File: src/rtl/sfc_pkg.sv
// ----------------------------------------------------------------------------
// sfc_pkg: shared types and constants for the sphere frustum cull block
// Command and mode codes, plane record, and the queue entry passed from the
// front (decode) to the back (plane sweep).
// ----------------------------------------------------------------------------
package sfc_pkg;

	// Default configuration
	localparam int NUM_PLANES_DEF  = 6;
	localparam int FRAC_BITS_DEF   = 16;
	localparam int QUEUE_DEPTH_DEF = 2;

	// Field widths fixed by the interface
	localparam int COORD_W  = 32;
	localparam int RADIUS_W = 31;
	localparam int PIDX_W   = 3;
	localparam int MODE_W   = 2;
	localparam int PROD_W   = 2 * COORD_W;
	// Distance accumulator: three 64-bit products plus offset and threshold
	localparam int ACC_W    = PROD_W + 4;

	// Command codes
	localparam logic CMD_LOAD = 1'b0;
	localparam logic CMD_TEST = 1'b1;

	// Test mode codes
	localparam logic [MODE_W-1:0] MODE_POINT  = 2'd0;
	localparam logic [MODE_W-1:0] MODE_FULLY  = 2'd1;
	localparam logic [MODE_W-1:0] MODE_PARTLY = 2'd2;

	// One stored frustum plane
	typedef struct packed {
		logic signed [COORD_W-1:0] nx;
		logic signed [COORD_W-1:0] ny;
		logic signed [COORD_W-1:0] nz;
		logic signed [COORD_W-1:0] d;
	} plane_t;

	// Decoded request held in the queue between front and back.
	// For a load, a/b/c/d carry the plane; for a test, a/b/c carry the point.
	typedef struct packed {
		logic                      is_test;
		logic                      idx_ok;
		logic [PIDX_W-1:0]         idx;
		logic signed [COORD_W-1:0] a;
		logic signed [COORD_W-1:0] b;
		logic signed [COORD_W-1:0] c;
		logic signed [COORD_W-1:0] d;
		logic signed [ACC_W-1:0]   thr;
		logic                      force_pass;
	} entry_t;

endpackage

File: src/rtl/sfc_front.sv
// ----------------------------------------------------------------------------
// sfc_front: request decode and queue
// Classifies each request (load or test), forms the test threshold from the
// radius and mode, flags the infinite-radius case, and queues the result.
// ----------------------------------------------------------------------------
module sfc_front #(
	parameter int NUM_PLANES  = sfc_pkg::NUM_PLANES_DEF,
	parameter int FRAC_BITS   = sfc_pkg::FRAC_BITS_DEF,
	parameter int QUEUE_DEPTH = sfc_pkg::QUEUE_DEPTH_DEF
) (
	input  logic                                clk,
	input  logic                                arst_n,
	input  logic                                start,
	output logic                                busy,
	input  logic                                command,
	input  logic [sfc_pkg::PIDX_W-1:0]          plane_index,
	input  logic signed [sfc_pkg::COORD_W-1:0]  normal_x,
	input  logic signed [sfc_pkg::COORD_W-1:0]  normal_y,
	input  logic signed [sfc_pkg::COORD_W-1:0]  normal_z,
	input  logic signed [sfc_pkg::COORD_W-1:0]  plane_offset,
	input  logic signed [sfc_pkg::COORD_W-1:0]  point_x,
	input  logic signed [sfc_pkg::COORD_W-1:0]  point_y,
	input  logic signed [sfc_pkg::COORD_W-1:0]  point_z,
	input  logic [sfc_pkg::RADIUS_W-1:0]        radius,
	input  logic [sfc_pkg::MODE_W-1:0]          test_mode,
	output logic                                head_valid,
	output sfc_pkg::entry_t                     head,
	input  logic                                pop
);

	localparam int QP_W  = (QUEUE_DEPTH > 1) ? $clog2(QUEUE_DEPTH) : 1;
	localparam int CNT_W = $clog2(QUEUE_DEPTH + 1);

	sfc_pkg::entry_t                  dec;
	logic signed [sfc_pkg::ACC_W-1:0] r_wide;
	logic                             push;
	logic                             full;

	sfc_pkg::entry_t  mem_q [QUEUE_DEPTH];
	logic [QP_W-1:0]  wr_ptr_q;
	logic [QP_W-1:0]  rd_ptr_q;
	logic [CNT_W-1:0] count_q;

	// Decode the request and build the mode threshold
	always_comb begin
		r_wide         = sfc_pkg::ACC_W'(radius) << FRAC_BITS;
		dec.is_test    = (command == sfc_pkg::CMD_TEST);
		dec.idx_ok     = (int'(plane_index) < NUM_PLANES);
		dec.idx        = plane_index;
		dec.a          = dec.is_test ? point_x : normal_x;
		dec.b          = dec.is_test ? point_y : normal_y;
		dec.c          = dec.is_test ? point_z : normal_z;
		dec.d          = plane_offset;
		dec.force_pass = (test_mode == sfc_pkg::MODE_PARTLY) && (radius == '1);
		case (test_mode)
			sfc_pkg::MODE_FULLY:  dec.thr = r_wide;
			sfc_pkg::MODE_PARTLY: dec.thr = -r_wide;
			default:              dec.thr = '0;
		endcase
	end

	assign full       = (count_q == CNT_W'(QUEUE_DEPTH));
	assign busy       = full;
	assign push       = start && !full;
	assign head_valid = (count_q != '0);
	assign head       = mem_q[rd_ptr_q];

	// Store the decoded request
	always_ff @(posedge clk) begin
		if (push) begin
			mem_q[wr_ptr_q] <= dec;
		end
	end

	// Advance pointers and occupancy
	always_ff @(posedge clk or negedge arst_n) begin
		if (!arst_n) begin
			wr_ptr_q <= '0;
			rd_ptr_q <= '0;
			count_q  <= '0;
		end else begin
			if (push) begin
				wr_ptr_q <= (wr_ptr_q == QP_W'(QUEUE_DEPTH - 1)) ? '0 : wr_ptr_q + QP_W'(1);
			end
			if (pop) begin
				rd_ptr_q <= (rd_ptr_q == QP_W'(QUEUE_DEPTH - 1)) ? '0 : rd_ptr_q + QP_W'(1);
			end
			if (push && !pop) begin
				count_q <= count_q + CNT_W'(1);
			end else if (pop && !push) begin
				count_q <= count_q - CNT_W'(1);
			end
		end
	end

endmodule

File: config.mk
export PLATFORM = sky130hd
export DESIGN_NAME = sfc_front
export DESIGN_NICKNAME = d
export VERILOG_FILES = /design/src/rtl/sfc_pkg.sv /design/src/rtl/sfc_front.sv
export SDC_FILE = /design/constraint.sdc
export NUM_CORES = 1
export LEC_CHECK = 0
export BUFFER_PORTS_ARGS = -buffer_cell sky130_fd_sc_hd__buf_2
export CAP_MARGIN = 20
export CELL_PAD_IN_SITES_DETAIL_PLACEMENT = 1
export CELL_PAD_IN_SITES_GLOBAL_PLACEMENT = 2
export CORE_MARGIN = 5
export CORE_UTILIZATION = 36
export CTS_CLUSTER_DIAMETER = 120
export CTS_CLUSTER_SIZE = 30
export DETAILED_ROUTE_END_ITERATION = 8
export PLACE_DENSITY = 0.84
export SLEW_MARGIN = 15
export SYNTH_ARGS = -nofsm -noshare
export SYNTH_HDL_FRONTEND = slang
export SYNTH_SLANG_ARGS = --single-unit
export TNS_END_PERCENT = 5
File: constraint.sdc
create_clock -name clk -period 9.9 [get_ports clk]
set_input_delay 0.495 -clock clk [delete_from_list [all_inputs] [get_ports clk]]
set_output_delay 0.495 -clock clk [all_outputs]
set_load 0.1 [all_outputs]
==> flow_summary.rst <==
.. list-table::
   :header-rows: 1

   * - Metric
     - Value
   * - Result of the run
     - completed
   * - Min-Delay Path Depth
     - 1
   * - Number of detailed-route iterations in the first pass
     - 4
   * - Seq/Total Area, Yosys
     - 0.694
   * - Worst r2r dst
     - mem_q[0][63]$_DFFE_PP_
   * - Number of hold-slack violations in the final timing report
     - 0
   * - Synthesized instance count
     - 952
   * - Overflow after GRT
     - 0
   * - IO buf count
     - 452
   * - HP Start
     - plane_offset[29]
   * - Worst min path class
     - primary input to flop
   * - Overall global routing resource usage
     - 0.171
   * - Post-Route M1 WL
     - 17,600 um
   * - Register-to-Register Path Depth
     - 5
   * - Path type of the worst setup path
     - flop to primary output
   * - Critical path's slowest cell
     - sky130_fd_sc_hd__dfrtp_4
   * - Final Non-Filler Cells
     - 1,980
   * - Number of enable flip-flop cells after synthesis
     - 368
   * - # setup viols final
     - 0
   * - Final Slew Violations
     - 0
   * - Mean number of vias per cell
     - 5.02
   * - CP cell instances
     - buf_4 -> buf_4 -> mux2_2 -> buf_2
   * - Area Overhead vs Synth
     - 20.8%
   * - Register-to-Register Setup Slack
     - 6.87 ns
   * - CTS buffer count
     - 16
   * - Residual antenna-violating net count after detailed routing
     - 0
   * - Number of placed cells counting well taps
     - 1,951
   * - Sum of net half-perimeters after detailed placement
     - 33,400 um
   * - Flip-flop and latch count after synthesis
     - 372
   * - Most common library cell in the layout ignoring fill and taps
     - sky130_fd_sc_hd__buf_2
   * - Routed length on met2
     - 23,200 um
   * - Initial antenna violation count
     - 8
   * - Effective utilization at floorplan
     - 0.363
   * - Resize count post-CTS
     - 0
   * - Layout Nets
     - 1,648
   * - Mean Syn Cell Area
     - 16.9 um^2
   * - Via count of the first global-routing pass
     - 10,700
   * - Worst setup path startpoint
     - rd_ptr_q$_DFFE_PN0P_
   * - Wire length after detailed routing
     - 44,700 um
   * - Proportion of synthesized flip-flops having asynchronous set or reset
     - 0.0108
   * - Post-CTS Repair Setup Buffers
     - 0
   * - Warnings from Yosys
     - 0
   * - Max-cap violations
     - 0
   * - Startpoint of the most critical register-to-register path
     - count_q[0]$_DFFE_PN0P_
   * - Routability Congestion
     - 0.829
   * - Post-route DRC violation count
     - 0
   * - Pin count of the biggest net entering global routing
     - 69
   * - Max_slew headroom
     - 0.254
   * - Clock tree skew after final layout
     - 0.0130 ns
   * - WHS Endpoint
     - mem_q[0][98]$_DFFE_PP_
   * - Final Cycle Share
     - 0.382
   * - Count of distinct cell types in the synthesized netlist
     - 59
   * - Number of levels the H-tree was split into
     - 1
   * - Total met3 wirelength after detailed routing
     - 2600 um
   * - Crit path setup slack, layout
     - 6.12 ns
   * - Commonest cells after routing, fill and taps aside
     - 451 x sky130_fd_sc_hd__buf_2, 368 x sky130_fd_sc_hd__edfxtp_1, 281 x sky130_fd_sc_hd__mux2_2
   * - Clock tree from TritonCTS
     - built
   * - Worst Max-Slew Pin Slew
     - 1.11 ns
   * - Predominant post-synthesis flop cell
     - sky130_fd_sc_hd__edfxtp_1
   * - Unrepaired setup endpoints after global routing
     - no
   * - Die X-Extent
     - 221 um
   * - Data required, critical path
     - 9.41 ns
   * - Clock Latency Late Sink
     - 0.51 ns
   * - Average routed wire per standard cell
     - 22.6 um
   * - Aggregate negative setup slack
     - 0 ns
   * - Arr. time, crit path
     - 3.28 ns
   * - Die height
     - 221 um
   * - Min Tclk post-route
     - 3.78 ns
   * - Ratio of cells with drive above 1 in the final layout
     - 0.567
   * - Rows
     - 77
   * - Wire length of the first global-routing pass
     - 66,000 um
   * - Deepest clock path buffer count
     - 3
   * - Starting DRT DRC Count
     - 441
   * - Top sig layer
     - met5
   * - CTS hold repair buffers
     - 1
   * - Top fanout value on the critical path
     - 56
   * - Maximum operating frequency
     - 265 MHz
   * - Worst path max stage delay
     - 0.63 ns
   * - Die area
     - 49,000 um^2
   * - Placeable core region
     - 44,200 um^2
   * - Via count
     - 9,932
   * - Sinks on Clock Net
     - 372
   * - Most frequent cell on the critical path
     - sky130_fd_sc_hd__buf_4
   * - Reg clk slew, reported paths
     - 0.11 ns
   * - Post-synth design cell area
     - 16,100 um^2
   * - Endpoint class of the critical path
     - primary output
   * - Number of I/O pins
     - 469
   * - Worst slack after detailed placement
     - 6.67 ns
   * - Critical path startpoint category
     - flop
   * - Root Buffer
     - sky130_fd_sc_hd__clkbuf_16
-- synthesized netlist by cell type, types with 2 or more instances --
cell type                    n  share of area
sky130_fd_sc_hd__or3_1       8         0.0031
sky130_fd_sc_hd__a21boi_0    2        0.00093
sky130_fd_sc_hd__nand2_1    19         0.0044
sky130_fd_sc_hd__nor2b_1     4         0.0016
sky130_fd_sc_hd__mux2i_1     4         0.0025
sky130_fd_sc_hd__o311ai_0    2         0.0011
sky130_fd_sc_hd__a41oi_1     3         0.0016
sky130_fd_sc_hd__a31oi_1     6         0.0023
sky130_fd_sc_hd__or4_1       9         0.0042
sky130_fd_sc_hd__nor2_1     22         0.0051
sky130_fd_sc_hd__nand3_1     4         0.0012
sky130_fd_sc_hd__o31ai_1     5         0.0023
sky130_fd_sc_hd__o21ba_2     2         0.0012
sky130_fd_sc_hd__and3_1      2        0.00078
sky130_fd_sc_hd__nand2b_1    4         0.0016
sky130_fd_sc_hd__nor3_1      8         0.0025
sky130_fd_sc_hd__a31o_2      4         0.0022
sky130_fd_sc_hd__clkbuf_1   45          0.011
sky130_fd_sc_hd__o211ai_1    5         0.0023
sky130_fd_sc_hd__buf_1       5         0.0012
sky130_fd_sc_hd__buf_4      18         0.0084
sky130_fd_sc_hd__inv_1      12         0.0028
sky130_fd_sc_hd__xor2_1      3         0.0016
sky130_fd_sc_hd__edfxtp_1  368           0.69
sky130_fd_sc_hd__nand4_1     8         0.0031
sky130_fd_sc_hd__buf_2       4         0.0012
sky130_fd_sc_hd__mux2_2    281           0.20
sky130_fd_sc_hd__xnor2_1     2         0.0011
sky130_fd_sc_hd__dfrtp_1     4         0.0062
sky130_fd_sc_hd__or2_2       4         0.0016
sky130_fd_sc_hd__o21ai_0    13         0.0040
sky130_fd_sc_hd__nor3b_1     2        0.00093
sky130_fd_sc_hd__ha_1        5         0.0039
sky130_fd_sc_hd__o41ai_1     5         0.0027
sky130_fd_sc_hd__nand4b_1    2         0.0011
sky130_fd_sc_hd__a21oi_1    28         0.0087
sky130_fd_sc_hd__nor4_1      8         0.0031
-- kinds of logic after synthesis --
| kind of cell | synth area share |
|---|---|
| xor gates and xnor gates | 0.00273 |
| and+or+nand+nor | 0.0399 |
| muxes | 0.199 |
| buffers and inverters | 0.0241 |
| adders and majority gates | 0.00389 |
| AOI/OAI and AO/OA | 0.0360 |
| DFF | 0.694 |
| other | 0.000233 |
-- cell type report --
cell class,instances,area [um^2]
clock buffer,21,440
antenna,5,12.5
tap,592,741
clock inverter,2,46.3
fill,4553,24800
sequential,372,11200
timing repair buffer,465,2370
inverter,12,45.0
multi-input combinational,511,4610
-- metal layers --
layer | vias to the layer above | global-route usage
met4 | 6 | 0.0464
met1 | 5021 | 0.203
met5 | - | 0
met2 | 308 | 0.314
met3 | 69 | 0.0390
li1 | 4528 | -
-- flip-flops by register name (all words and copies together) (netlist names) --
| signal | cells |
|---|---|
| mem_q | 368 |
| count_q | 2 |
| rd_ptr_q | 1 |
| wr_ptr_q | 1 |
-- per-stage QoR --
| step | utilization | instance area, um^2 | hold slack, ns |
|---|---|---|---|
| 2_1_floorplan | - | 16100 | 0.199 |
| 3_3_place_gp | 0.427 | 18900 | 0.322 |
| 3_5_place_dp | 0.428 | 18900 | 0.319 |
| 4_1_cts | 0.439 | 19400 | 0.132 |
| 5_1_grt | 0.439 | 19400 | 0.130 |
| 6_report | 0.439 | 19400 | 0.165 |
-- worst max-delay path: cells and delay by family, from the launching register on --
| family | cells | cell delay [ns] |
|---|---|---|
| flip-flops | 1 | 0.63 |
| buffers and inverters | 3 | 1.69 |
| multiplexers | 1 | 0.29 |
-- worst max path at each step --
stage,end,slack [ns],cells past startpoint
after floorplan,mem_q[0][0]$_DFFE_PP_,0.92,3
after global placement,head[64],6.73,4
after detailed placement,mem_q[0][63]$_DFFE_PP_,6.67,7
after CTS,head[70],6.09,4
after global routing,head[70],5.94,4
final,head[70],6.12,4
Power is left out: the tool's default activity adds up to more than one toggle a clock period on the data nets, which glitch-free logic cannot reach.
